[src/sv/nnps_pkg.sv]
// ----------------------------------------------------------------------------
// nnps_pkg: shared types and constants of the nearest-neighbor pixel scaler
// Holds defaults, controller states and the command/status bundles.
// ----------------------------------------------------------------------------
package nnps_pkg;

	localparam int COORD_BITS_DEF       = 12;
	localparam int FRAC_BITS_DEF        = 16;
	localparam int MAX_RUN_DEF          = 8;
	localparam int WHOLE_FACTOR_MAX_DEF = 4;

	localparam int PIX_BITS = 16;
	localparam int CFG_IDX_BITS = 2;

	// register indexes
	localparam logic [CFG_IDX_BITS-1:0] REG_SOURCE_WIDTH  = 2'd0;
	localparam logic [CFG_IDX_BITS-1:0] REG_SOURCE_HEIGHT = 2'd1;
	localparam logic [CFG_IDX_BITS-1:0] REG_TARGET_WIDTH  = 2'd2;
	localparam logic [CFG_IDX_BITS-1:0] REG_TARGET_HEIGHT = 2'd3;

	// register reset values
	localparam int SOURCE_WIDTH_RST  = 256;
	localparam int SOURCE_HEIGHT_RST = 224;
	localparam int TARGET_WIDTH_RST  = 512;
	localparam int TARGET_HEIGHT_RST = 448;

	typedef enum logic [3:0] {
		ST_IDLE,
		ST_START,
		ST_FRAME,
		ST_FACTOR,
		ST_DIVC_GO,
		ST_DIVC_WAIT,
		ST_DIVR_GO,
		ST_DIVR_WAIT,
		ST_ROW_INIT,
		ST_ROW_WALK,
		ST_COL_INIT,
		ST_COL_WALK,
		ST_EMIT_INIT,
		ST_EMIT,
		ST_DONE
	} state_t;

	// controller to datapath
	typedef struct packed {
		logic accept;
		logic frame_init;
		logic factor_step;
		logic div_start;
		logic div_sel_row;
		logic latch_col_step;
		logic latch_row_step;
		logic row_init;
		logic row_walk;
		logic col_init;
		logic col_walk;
		logic emit_init;
		logic emit;
		logic advance;
	} dp_cmd_t;

	// datapath to controller
	typedef struct packed {
		logic frame;
		logic col_zero;
		logic whole;
		logic factor_last;
		logic div_busy;
		logic row_go;
		logic col_go;
		logic empty;
		logic emit_last;
		logic out_free;
	} dp_status_t;

	// RGB565 to A1R5G5B5: alpha set, green drops its low bit
	function automatic logic [PIX_BITS-1:0] to_a1r5g5b5(input logic [PIX_BITS-1:0] p);
		return {1'b1, p[15:6], p[4:0]};
	endfunction

endpackage

[src/sv/nnps_div.sv]
// ----------------------------------------------------------------------------
// nnps_div: iterative restoring divider
// One quotient bit per cycle; busy drops when the quotient is complete.
// ----------------------------------------------------------------------------
module nnps_div #(
	parameter int DVD_BITS = 28,
	parameter int DVS_BITS = 12
) (
	input  logic                clk,
	input  logic                arst_n,
	input  logic                start,
	input  logic [DVD_BITS-1:0] dividend,
	input  logic [DVS_BITS-1:0] divisor,
	output logic                busy,
	output logic [DVD_BITS-1:0] quotient
);
	localparam int CNT_BITS = $clog2(DVD_BITS + 1);

	logic [DVD_BITS-1:0] quo_q;
	logic [DVS_BITS-1:0] rem_q;
	logic [CNT_BITS-1:0] cnt_q;
	logic                busy_q;
	logic [DVS_BITS:0]   trial;
	logic [DVS_BITS:0]   rem_next;
	logic                fits;

	// trial subtract
	always_comb begin
		trial    = {rem_q, quo_q[DVD_BITS-1]};
		fits     = trial >= {1'b0, divisor};
		rem_next = fits ? (trial - {1'b0, divisor}) : trial;
	end

	// control
	always_ff @(posedge clk or negedge arst_n) begin
		if (!arst_n) begin
			busy_q <= 1'b0;
			cnt_q  <= '0;
		end else if (start) begin
			busy_q <= 1'b1;
			cnt_q  <= CNT_BITS'(DVD_BITS);
		end else if (busy_q) begin
			cnt_q <= cnt_q - CNT_BITS'(1);
			if (cnt_q == CNT_BITS'(1)) begin
				busy_q <= 1'b0;
			end
		end
	end

	// shift registers
	always_ff @(posedge clk) begin
		if (start) begin
			quo_q <= dividend;
			rem_q <= '0;
		end else if (busy_q) begin
			quo_q <= {quo_q[DVD_BITS-2:0], fits};
			rem_q <= rem_next[DVS_BITS-1:0];
		end
	end

	assign busy     = busy_q;
	assign quotient = quo_q;

endmodule

[src/sv/nnps_dp.sv]
// ----------------------------------------------------------------------------
// nnps_dp: scaler datapath
// Config registers, frame/row/column walk state, step divider, output word.
// ----------------------------------------------------------------------------
module nnps_dp #(
	parameter int COORD_BITS       = nnps_pkg::COORD_BITS_DEF,
	parameter int FRAC_BITS        = nnps_pkg::FRAC_BITS_DEF,
	parameter int MAX_RUN          = nnps_pkg::MAX_RUN_DEF,
	parameter int WHOLE_FACTOR_MAX = nnps_pkg::WHOLE_FACTOR_MAX_DEF
) (
	input  logic                              clk,
	input  logic                              arst_n,
	input  nnps_pkg::dp_cmd_t                 cmd,
	output nnps_pkg::dp_status_t              status,
	input  logic                              cfg_write,
	input  logic [nnps_pkg::CFG_IDX_BITS-1:0] cfg_index,
	input  logic [COORD_BITS-1:0]             cfg_data,
	input  logic [nnps_pkg::PIX_BITS-1:0]     pixel_in,
	input  logic                              frame_start,
	input  logic                              result_stall,
	output logic                              result_valid,
	output logic [COORD_BITS-1:0]             dest_column,
	output logic [COORD_BITS-1:0]             dest_row,
	output logic [nnps_pkg::PIX_BITS-1:0]     pixel_out,
	output logic                              run_last
);
	import nnps_pkg::*;

	localparam int ACC_BITS  = COORD_BITS + FRAC_BITS;
	localparam int FW        = $clog2(WHOLE_FACTOR_MAX + 1);
	localparam int PROD_BITS = COORD_BITS + FW;
	localparam int RUN_BITS  = $clog2(MAX_RUN + 1);

	// config registers
	logic [COORD_BITS-1:0] source_width_q, source_height_q;
	logic [COORD_BITS-1:0] target_width_q, target_height_q;

	// walk state
	logic [COORD_BITS-1:0] source_col_q, source_row_q;
	logic [COORD_BITS-1:0] next_dest_col_q, next_dest_row_q;
	logic [ACC_BITS-1:0]   col_acc_q, row_acc_q, col_step_q, row_step_q;
	logic [COORD_BITS-1:0] row_first_q, col_first_q;
	logic [RUN_BITS-1:0]   row_cnt_q, col_cnt_q;
	logic [FW-1:0]         whole_q;
	logic [FW-1:0]         factor_q;
	logic [PROD_BITS-1:0]  mult_w_q, mult_h_q;
	logic [RUN_BITS-1:0]   r_q, c_q;
	logic                  frame_q;
	logic [PIX_BITS-1:0]   pix_q;

	// output word
	logic                  out_valid_q;
	logic [COORD_BITS-1:0] out_col_q, out_row_q;
	logic [PIX_BITS-1:0]   out_pix_q;
	logic                  out_last_q;

	logic [ACC_BITS-1:0]   div_dividend, div_quotient;
	logic [COORD_BITS-1:0] div_divisor;
	logic                  div_busy;

	logic [PROD_BITS-1:0]  row_first_full, col_first_full;
	logic [RUN_BITS-1:0]   wrow_cnt, wcol_cnt;
	logic                  factor_match;
	logic [COORD_BITS-1:0] row_idx, col_idx;
	logic                  row_go, col_go;
	logic                  out_free;
	logic                  emit_last;
	logic                  col_wrap;

	// nearest source index, clamped to the last source pixel
	function automatic logic [COORD_BITS-1:0] src_index(input logic [ACC_BITS-1:0] acc,
			input logic [COORD_BITS-1:0] size);
		logic [COORD_BITS-1:0] s;
		logic [COORD_BITS-1:0] last;
		s    = acc[ACC_BITS-1:FRAC_BITS];
		last = (size == '0) ? '0 : size - COORD_BITS'(1);
		return (s >= last) ? last : s;
	endfunction

	// shared step divider
	assign div_dividend = cmd.div_sel_row ? {source_height_q, {FRAC_BITS{1'b0}}}
	                                      : {source_width_q, {FRAC_BITS{1'b0}}};
	assign div_divisor  = cmd.div_sel_row ? target_height_q : target_width_q;

	nnps_div #(
		.DVD_BITS(ACC_BITS),
		.DVS_BITS(COORD_BITS)
	) u_div (
		.clk     (clk),
		.arst_n  (arst_n),
		.start   (cmd.div_start),
		.dividend(div_dividend),
		.divisor (div_divisor),
		.busy    (div_busy),
		.quotient(div_quotient)
	);

	// whole-factor test: f*source equals target on both axes
	assign factor_match = (source_width_q != '0) && (source_height_q != '0) &&
	                      (target_width_q != '0) && (target_height_q != '0) &&
	                      (mult_w_q == PROD_BITS'(target_width_q)) &&
	                      (mult_h_q == PROD_BITS'(target_height_q));

	// whole-factor runs
	always_comb begin
		row_first_full = PROD_BITS'(source_row_q) * PROD_BITS'(whole_q);
		col_first_full = PROD_BITS'(source_col_q) * PROD_BITS'(whole_q);
		wrow_cnt = '0;
		wcol_cnt = '0;
		for (int i = 0; i < MAX_RUN; i++) begin
			if ((i < int'(whole_q)) && ((int'(row_first_full) + i) < int'(target_height_q))) begin
				wrow_cnt = wrow_cnt + RUN_BITS'(1);
			end
			if ((i < int'(whole_q)) && ((int'(col_first_full) + i) < int'(target_width_q))) begin
				wcol_cnt = wcol_cnt + RUN_BITS'(1);
			end
		end
	end

	// fixed-point walk conditions
	always_comb begin
		row_idx = src_index(row_acc_q, source_height_q);
		col_idx = src_index(col_acc_q, source_width_q);
		row_go  = (next_dest_row_q < target_height_q) && (row_idx == source_row_q);
		col_go  = (next_dest_col_q < target_width_q) && (col_idx == source_col_q);
	end

	assign out_free  = !out_valid_q || !result_stall;
	assign emit_last = (r_q + RUN_BITS'(1) == row_cnt_q) && (c_q + RUN_BITS'(1) == col_cnt_q);
	assign col_wrap  = ({1'b0, source_col_q} + (COORD_BITS+1)'(1)) >=
	                   ((source_width_q == '0) ? (COORD_BITS+1)'(1) : {1'b0, source_width_q});

	// config registers
	always_ff @(posedge clk or negedge arst_n) begin
		if (!arst_n) begin
			source_width_q  <= COORD_BITS'(SOURCE_WIDTH_RST);
			source_height_q <= COORD_BITS'(SOURCE_HEIGHT_RST);
			target_width_q  <= COORD_BITS'(TARGET_WIDTH_RST);
			target_height_q <= COORD_BITS'(TARGET_HEIGHT_RST);
		end else if (cfg_write) begin
			case (cfg_index)
				REG_SOURCE_WIDTH:  source_width_q  <= cfg_data;
				REG_SOURCE_HEIGHT: source_height_q <= cfg_data;
				REG_TARGET_WIDTH:  target_width_q  <= cfg_data;
				REG_TARGET_HEIGHT: target_height_q <= cfg_data;
				default: ;
			endcase
		end
	end

	// walk state
	always_ff @(posedge clk or negedge arst_n) begin
		if (!arst_n) begin
			source_col_q    <= '0;
			source_row_q    <= '0;
			next_dest_col_q <= '0;
			next_dest_row_q <= '0;
			col_acc_q       <= '0;
			row_acc_q       <= '0;
			col_step_q      <= '0;
			row_step_q      <= '0;
			row_first_q     <= '0;
			row_cnt_q       <= '0;
			col_first_q     <= '0;
			col_cnt_q       <= '0;
			whole_q         <= '0;
			factor_q        <= '0;
			mult_w_q        <= '0;
			mult_h_q        <= '0;
			r_q             <= '0;
			c_q             <= '0;
			frame_q         <= 1'b0;
		end else begin
			if (cmd.accept) begin
				frame_q <= frame_start;
			end
			// frame restart
			if (cmd.frame_init) begin
				source_col_q    <= '0;
				source_row_q    <= '0;
				next_dest_col_q <= '0;
				next_dest_row_q <= '0;
				col_acc_q       <= '0;
				row_acc_q       <= '0;
				whole_q         <= '0;
				factor_q        <= FW'(1);
				mult_w_q        <= PROD_BITS'(source_width_q);
				mult_h_q        <= PROD_BITS'(source_height_q);
			end
			if (cmd.factor_step) begin
				if (factor_match) begin
					whole_q <= factor_q;
				end
				factor_q <= factor_q + FW'(1);
				mult_w_q <= mult_w_q + PROD_BITS'(source_width_q);
				mult_h_q <= mult_h_q + PROD_BITS'(source_height_q);
			end
			// steps, all ones for a zero target
			if (cmd.latch_col_step) begin
				col_step_q <= (target_width_q == '0) ? '1 : div_quotient;
			end
			if (cmd.latch_row_step) begin
				row_step_q <= (target_height_q == '0) ? '1 : div_quotient;
			end
			// row start
			if (cmd.row_init) begin
				next_dest_col_q <= '0;
				col_acc_q       <= '0;
				if (whole_q != '0) begin
					row_first_q <= row_first_full[COORD_BITS-1:0];
					row_cnt_q   <= wrow_cnt;
				end else begin
					row_first_q <= next_dest_row_q;
					row_cnt_q   <= '0;
				end
			end
			if (cmd.row_walk && row_go) begin
				if (row_cnt_q != RUN_BITS'(MAX_RUN)) begin
					row_cnt_q <= row_cnt_q + RUN_BITS'(1);
				end
				next_dest_row_q <= next_dest_row_q + COORD_BITS'(1);
				row_acc_q       <= row_acc_q + row_step_q;
			end
			// column run
			if (cmd.col_init) begin
				if (whole_q != '0) begin
					col_first_q <= col_first_full[COORD_BITS-1:0];
					col_cnt_q   <= wcol_cnt;
				end else begin
					col_first_q <= next_dest_col_q;
					col_cnt_q   <= '0;
				end
			end
			if (cmd.col_walk && col_go) begin
				if (col_cnt_q != RUN_BITS'(MAX_RUN)) begin
					col_cnt_q <= col_cnt_q + RUN_BITS'(1);
				end
				next_dest_col_q <= next_dest_col_q + COORD_BITS'(1);
				col_acc_q       <= col_acc_q + col_step_q;
			end
			// emit counters, column inner
			if (cmd.emit_init) begin
				r_q <= '0;
				c_q <= '0;
			end
			if (cmd.emit && out_free) begin
				if (c_q + RUN_BITS'(1) == col_cnt_q) begin
					c_q <= '0;
					r_q <= r_q + RUN_BITS'(1);
				end else begin
					c_q <= c_q + RUN_BITS'(1);
				end
			end
			// source position
			if (cmd.advance) begin
				if (col_wrap) begin
					source_col_q <= '0;
					if (source_row_q != '1) begin
						source_row_q <= source_row_q + COORD_BITS'(1);
					end
				end else begin
					source_col_q <= source_col_q + COORD_BITS'(1);
				end
			end
		end
	end

	// pixel holding register
	always_ff @(posedge clk) begin
		if (cmd.accept) begin
			pix_q <= to_a1r5g5b5(pixel_in);
		end
	end

	// output word valid
	always_ff @(posedge clk or negedge arst_n) begin
		if (!arst_n) begin
			out_valid_q <= 1'b0;
		end else if (cmd.emit && out_free) begin
			out_valid_q <= 1'b1;
		end else if (!result_stall) begin
			out_valid_q <= 1'b0;
		end
	end

	// output word payload
	always_ff @(posedge clk) begin
		if (cmd.emit && out_free) begin
			out_col_q  <= col_first_q + COORD_BITS'(c_q);
			out_row_q  <= row_first_q + COORD_BITS'(r_q);
			out_pix_q  <= pix_q;
			out_last_q <= emit_last;
		end
	end

	always_comb begin
		status.frame       = frame_q;
		status.col_zero    = source_col_q == '0;
		status.whole       = whole_q != '0;
		status.factor_last = factor_q == FW'(WHOLE_FACTOR_MAX);
		status.div_busy    = div_busy;
		status.row_go      = row_go;
		status.col_go      = col_go;
		status.empty       = (row_cnt_q == '0) || (col_cnt_q == '0);
		status.emit_last   = emit_last;
		status.out_free    = out_free;
	end

	assign result_valid = out_valid_q;
	assign dest_column  = out_col_q;
	assign dest_row     = out_row_q;
	assign pixel_out    = out_pix_q;
	assign run_last     = out_last_q;

endmodule

[src/sv/nnps_ctrl.sv]
// ----------------------------------------------------------------------------
// nnps_ctrl: scaler sequencer
// Steps one pixel through frame setup, row and column walks and emission.
// ----------------------------------------------------------------------------
module nnps_ctrl (
	input  logic                 clk,
	input  logic                 arst_n,
	input  logic                 pixel_valid,
	output logic                 pixel_stall,
	input  nnps_pkg::dp_status_t status,
	output nnps_pkg::dp_cmd_t    cmd
);
	import nnps_pkg::*;

	state_t state_q, state_d;

	// state register
	always_ff @(posedge clk or negedge arst_n) begin
		if (!arst_n) begin
			state_q <= ST_IDLE;
		end else begin
			state_q <= state_d;
		end
	end

	// next state
	always_comb begin
		state_d = state_q;
		case (state_q)
			ST_IDLE: if (pixel_valid) state_d = ST_START;
			ST_START: begin
				if (status.frame) state_d = ST_FRAME;
				else if (status.col_zero) state_d = ST_ROW_INIT;
				else state_d = ST_COL_INIT;
			end
			ST_FRAME: state_d = ST_FACTOR;
			ST_FACTOR: if (status.factor_last) state_d = ST_DIVC_GO;
			ST_DIVC_GO: state_d = ST_DIVC_WAIT;
			ST_DIVC_WAIT: if (!status.div_busy) state_d = ST_DIVR_GO;
			ST_DIVR_GO: state_d = ST_DIVR_WAIT;
			ST_DIVR_WAIT: if (!status.div_busy) state_d = ST_ROW_INIT;
			ST_ROW_INIT: state_d = status.whole ? ST_COL_INIT : ST_ROW_WALK;
			ST_ROW_WALK: if (!status.row_go) state_d = ST_COL_INIT;
			ST_COL_INIT: state_d = status.whole ? ST_EMIT_INIT : ST_COL_WALK;
			ST_COL_WALK: if (!status.col_go) state_d = ST_EMIT_INIT;
			ST_EMIT_INIT: state_d = status.empty ? ST_DONE : ST_EMIT;
			ST_EMIT: if (status.out_free && status.emit_last) state_d = ST_DONE;
			ST_DONE: state_d = ST_IDLE;
			default: state_d = ST_IDLE;
		endcase
	end

	// commands
	always_comb begin
		cmd = '0;
		pixel_stall = 1'b1;
		case (state_q)
			ST_IDLE: begin
				pixel_stall = 1'b0;
				cmd.accept  = pixel_valid;
			end
			ST_FRAME:     cmd.frame_init = 1'b1;
			ST_FACTOR:    cmd.factor_step = 1'b1;
			ST_DIVC_GO:   cmd.div_start = 1'b1;
			ST_DIVC_WAIT: cmd.latch_col_step = !status.div_busy;
			ST_DIVR_GO: begin
				cmd.div_start   = 1'b1;
				cmd.div_sel_row = 1'b1;
			end
			ST_DIVR_WAIT: begin
				cmd.div_sel_row    = 1'b1;
				cmd.latch_row_step = !status.div_busy;
			end
			ST_ROW_INIT:  cmd.row_init = 1'b1;
			ST_ROW_WALK:  cmd.row_walk = 1'b1;
			ST_COL_INIT:  cmd.col_init = 1'b1;
			ST_COL_WALK:  cmd.col_walk = 1'b1;
			ST_EMIT_INIT: cmd.emit_init = 1'b1;
			ST_EMIT:      cmd.emit = 1'b1;
			ST_DONE:      cmd.advance = 1'b1;
			default: ;
		endcase
	end

endmodule

[src/sv/nearest_neighbor_pixel_scaler_top.sv]
// Order: after accept the sequencer passes start, row setup (on source column 0 only), column
// setup and emit setup; each fixed-point walk adds its steps (row walk on column 0 only).
// Throughput: one word per cycle while result_stall is low; a pixel holds the block, and no
// new pixel is taken, until its last word is emitted. Frame start adds the factor test and
// both step divides.
// Reset (async, active low) returns registers to defaults and clears all walk state.
// ----------------------------------------------------------------------------
// nearest_neighbor_pixel_scaler_top: nearest-neighbor RGB565 scaler
// Converts each source pixel to A1R5G5B5 and emits it at its destination run.
// ----------------------------------------------------------------------------
module nearest_neighbor_pixel_scaler_top #(
	parameter int COORD_BITS       = nnps_pkg::COORD_BITS_DEF,
	parameter int FRAC_BITS        = nnps_pkg::FRAC_BITS_DEF,
	parameter int MAX_RUN          = nnps_pkg::MAX_RUN_DEF,
	parameter int WHOLE_FACTOR_MAX = nnps_pkg::WHOLE_FACTOR_MAX_DEF
) (
	input  logic                              clk,
	input  logic                              arst_n,
	input  logic                              cfg_write,
	input  logic [nnps_pkg::CFG_IDX_BITS-1:0] cfg_index,
	input  logic [COORD_BITS-1:0]             cfg_data,
	input  logic                              pixel_valid,
	output logic                              pixel_stall,
	input  logic [nnps_pkg::PIX_BITS-1:0]     pixel_in,
	input  logic                              frame_start,
	output logic                              result_valid,
	input  logic                              result_stall,
	output logic [COORD_BITS-1:0]             dest_column,
	output logic [COORD_BITS-1:0]             dest_row,
	output logic [nnps_pkg::PIX_BITS-1:0]     pixel_out,
	output logic                              run_last
);
	import nnps_pkg::*;

	dp_cmd_t    cmd;
	dp_status_t status;

	// sequencer
	nnps_ctrl u_ctrl (
		.clk        (clk),
		.arst_n     (arst_n),
		.pixel_valid(pixel_valid),
		.pixel_stall(pixel_stall),
		.status     (status),
		.cmd        (cmd)
	);

	// datapath
	nnps_dp #(
		.COORD_BITS      (COORD_BITS),
		.FRAC_BITS       (FRAC_BITS),
		.MAX_RUN         (MAX_RUN),
		.WHOLE_FACTOR_MAX(WHOLE_FACTOR_MAX)
	) u_dp (
		.clk         (clk),
		.arst_n      (arst_n),
		.cmd         (cmd),
		.status      (status),
		.cfg_write   (cfg_write),
		.cfg_index   (cfg_index),
		.cfg_data    (cfg_data),
		.pixel_in    (pixel_in),
		.frame_start (frame_start),
		.result_stall(result_stall),
		.result_valid(result_valid),
		.dest_column (dest_column),
		.dest_row    (dest_row),
		.pixel_out   (pixel_out),
		.run_last    (run_last)
	);

endmodule

[config.mk]
export PLATFORM = sky130hd
export DESIGN_NAME = nearest_neighbor_pixel_scaler_top
export DESIGN_NICKNAME = d
export VERILOG_FILES = /design/src/sv/nnps_pkg.sv /design/src/sv/nnps_div.sv /design/src/sv/nnps_dp.sv /design/src/sv/nnps_ctrl.sv /design/src/sv/nearest_neighbor_pixel_scaler_top.sv
export SDC_FILE = /design/constraint.sdc
export NUM_CORES = 1
export LEC_CHECK = 0
export BUFFER_PORTS_ARGS = -buffer_cell sky130_fd_sc_hd__buf_2
export CAP_MARGIN = 20
export CELL_PAD_IN_SITES_DETAIL_PLACEMENT = 0
export CELL_PAD_IN_SITES_GLOBAL_PLACEMENT = 1
export CORE_MARGIN = 2
export CORE_UTILIZATION = 25
export DETAILED_ROUTE_END_ITERATION = 10
export GPL_ROUTABILITY_DRIVEN = 0
export PLACE_DENSITY_LB_ADDON = 0.15
export SKIP_LAST_GASP = 1
export SYNTH_ARGS = -nofsm -noshare
export SYNTH_HDL_FRONTEND = slang
export SYNTH_HIERARCHICAL = 1
export SYNTH_SLANG_ARGS = --single-unit
[constraint.sdc]
create_clock -name clk -period 12.8 [get_ports clk]
set_input_delay 1.28 -clock clk [delete_from_list [all_inputs] [get_ports clk]]
set_output_delay 1.28 -clock clk [all_outputs]
set_load 0.02 [all_outputs]
==> impl_results.md <==
* CTS Hold Bufs at 0
* Seq cells post-synth at 391
* Async set-or-reset flop fraction in the synthesized netlist at 0.757
* Sink Count at roughly 400
* Num CTS Buffers at 52
* Die width at 368 um
* Hold depth at 0
* Fmax at 115 MHz
* Slew Limit Fails at 0
* Largest net degree at the start of global routing at 83
* Post-synth EDFFs at 83
* Filler cells at 14,200
* R2r setup slk at 4.08 ns
* R2R Path Start: u_dp/whole_q[2]$_DFF_PN0_
* Ys Warns at 6
* Avg Cell Area, Syn at 8.73 sq um
* # resized after CTS at 0
* PnR worst setup slack at 4.08 ns
* Total grt overflow at 0
* Slew @ Worst Pin at 1.19 ns
* Max-Slew Margin vs Limit at 0.198
* Critical Path AT at 9.24 ns
* Clock Tree Buf Depth at 3
* Core area at 132,000 sq um
* Pwr/cell area at between 150 and 200 nW/um^2
* Crit-path max FO at 33
* Hold Path Class: reg -> reg
* Final #Nets at 4,269
* Num rows at 133
* WL/cell at 19.4 um
* DRC at 0
* Vias per cell at 4.76
* Port buffer count at 76
* Clock root buffer master: clkbuf_16
* Post-synth top area cell: dfrtp_1
* Required @ worst endpoint at 13.32 ns
* Initial antenna violation count at 4
* Min Tclk post-route at between 8 and 9 ns
* Final Skew at ~0.059 ns
* Drt total wl at 109,000 um
* Post-synthesis sequential area ratio at 0.306
* Cell count after synthesis at 3,798
* Worst Hold End: u_dp/pixel_out[8]$_DFFE_PP_
* Placed Area at 35,500 sq um
* Antenna-violating nets left at 0
* Vias at 26,800
* Crit end category: flop
* CTS tree: built
* Worst skew pair latency at roughly 0.7 ns
* Count leader, synth: ha_1
* Cell variety after synth at 116
* Met3 usage at 0.0175
* HPWL after DPL at around 83,000 um
* Setup Fix Bufs, Post-CTS at 0
* Worst r2r dst: u_dp/row_cnt_q[1]$_DFF_PN0_
* Cell mode on critical path: ha_1
* Setup TNS at 0 ns
* RSZ-0062 raised after global routing: false
* CP max-delay cell: fa_1
* Met2 Resource Use GR at 0.261
* Full die area at 136,000 sq um
* Setup CP Type: reg -> reg
* GR peak layer: met2
* Clk pin slew, worst setup/hold paths at 0.06 ns
* Total power at approximately 6.5 mW
* Synthesized area at ~33,000 sq um
* Post-Layout Cell Count at 5,622
* Synth top area cells: dfrtp_1, ha_1, edfxtp_1
* R2r worst-path depth at 31
* Routing usage on met1 at 0.229
* Die H at 368 um
* CTS H-tree depth at 2
* Yosys top cell area share at 0.217
* Tcrit/Tclk final at 0.681
* Status: finished, final reports clean
* Post-synth top flop: dfrtp_1
* CP peak stage delay at 0.61 ns
* P_leak at 16.7 nW
* Final instance area at 37,400 sq um
* Layout cells sized above 1 at 0.102
* First-pass iteration count of the detailed router at 5
* Setup violations, final at 0
* Placed cell count at 5,521
* Max-Cap Viols at 0
* Synthesis-to-finish area growth at 12.8%
* Fin. Hold Viols at 0
* Antenna diodes at 0
* Synth cell count leaders: ha_1, nor2_1, nand2_1, dfrtp_1, o21ai_0
* First-pass GRT wire length at 170,000 um
* Starting Density at 0.252
* Vias in the first global route at between 20,000 and 30,000
* # IOs at 79
* Place WS at 4.16 ns
* Worst vdd ir at 0.0000985 V
* Gr usage total at 0.161
* Startpoint Class: flop
* Iter 0 DRT Violations at 1,535
* Hold path start: u_dp/pix_q[8]$_DFFE_PP_
-- power by group --
part	internal (mW)	switching, mW	total (mW)
sequential	1.69	0.437	2.13
clock	0.960	0.643	1.60
combinational	1.15	1.64	2.79
-- kinds of logic (layout without fill, tap and decap cells) --
| family | Yosys count | count (layout) | synth area share |
|---|---|---|---|
| buffers and inverters | 424 | 478 | 0.0508 |
| adders and majority gates | 410 | 410 | 0.161 |
| other | 2 | 17 | 0.000226 |
| muxes | 136 | 136 | 0.0444 |
| and+or+nand+nor | 1224 | 1224 | 0.179 |
| DFF | 391 | 391 | 0.306 |
| AOI/OAI and AO/OA | 895 | 895 | 0.172 |
| xor gates and xnor gates | 316 | 316 | 0.0857 |
-- critical path, delay by kind of cell (launching register included) --
kind            cells  cell delay (ns)
simple gates       12             2.73
buf+inv             2             0.44
mux                 1             0.14
xor+xnor            3             1.00
compound gates      7             1.65
fa+ha+maj           6             2.23
flops               1             0.34
-- worst max-delay path by stage --
stage	slack (ns)	start	end
finish	4.08	u_dp/whole_q[2]$_DFF_PN0_	u_dp/row_cnt_q[1]$_DFF_PN0_
global placement	4.19	u_dp/whole_q[2]$_DFF_PN0_	u_dp/row_cnt_q[1]$_DFF_PN0_
floorplan	5.23	u_dp/whole_q[2]$_DFF_PN0_	u_dp/col_cnt_q[1]$_DFF_PN0_
detailed placement	4.16	u_dp/whole_q[2]$_DFF_PN0_	u_dp/col_cnt_q[3]$_DFF_PN0_
global route	3.48	u_dp/whole_q[2]$_DFF_PN0_	u_dp/row_cnt_q[1]$_DFF_PN0_
CTS	4.09	u_dp/whole_q[2]$_DFF_PN0_	u_dp/col_cnt_q[3]$_DFF_PN0_
-- layout by cell type, fill, tap and decap left out, types with 49 or more instances in the layout --
cell,instances
a21o_1,78
a21oi_1,229
buf_2,76
buf_4,54
clkbuf_16,53
dfrtp_1,288
edfxtp_1,83
ha_1,381
inv_1,240
mux2_2,82
mux2i_1,51
nand2_1,327
nand2b_1,49
nand3_1,134
nor2_1,352
o21ai_0,271
xnor2_1,188
xor2_1,122
-- final cells by class --
| type | instances | area, sq um | area share |
|---|---|---|---|
| clock buffers | 65 | 1430 | 0.0383 |
| repair buffers | 132 | 816 | 0.0218 |
| inverters | 248 | 933 | 0.0250 |
| well taps | 1755 | 2200 | 0.0587 |
| multi-input cells | 2998 | 21500 | 0.573 |
| clock inverters | 33 | 430 | 0.0115 |
| flip-flops and latches | 391 | 10100 | 0.271 |
-- sequential cells by signal, summed over array words and instances, names as in the netlist, 15 cells and up --
signal and count:
u_dp/pixel_out 15, u_dp/row_step_q 28, u_dp/row_acc_q 28, u_dp/col_acc_q 28, u_dp/col_step_q 28, u_dp/pix_q 15, u_dp/mult_h_q 15, u_dp/u_div/quotient 28
u_dp/mult_w_q 15
-- stage by stage --
| stage | hold slack, ns | utilization |
|---|---|---|
| 3_5_place_dp | 0.405 | 0.270 |
| 5_1_grt | 0.431 | 0.284 |
| 2_1_floorplan | 0.400 | - |
| 3_3_place_gp | 0.401 | 0.270 |
| 6_report | 0.418 | 0.284 |
| 4_1_cts | 0.419 | 0.284 |
-- routing by layer --
metal	part of all wire	wire, um
met1	0.50	54900
met2	0.45	48900
met3	0.029	3140
met4	0.019	2080
met5	0.0011	120
No activity file was read; power rests on OpenSTA's default activity.
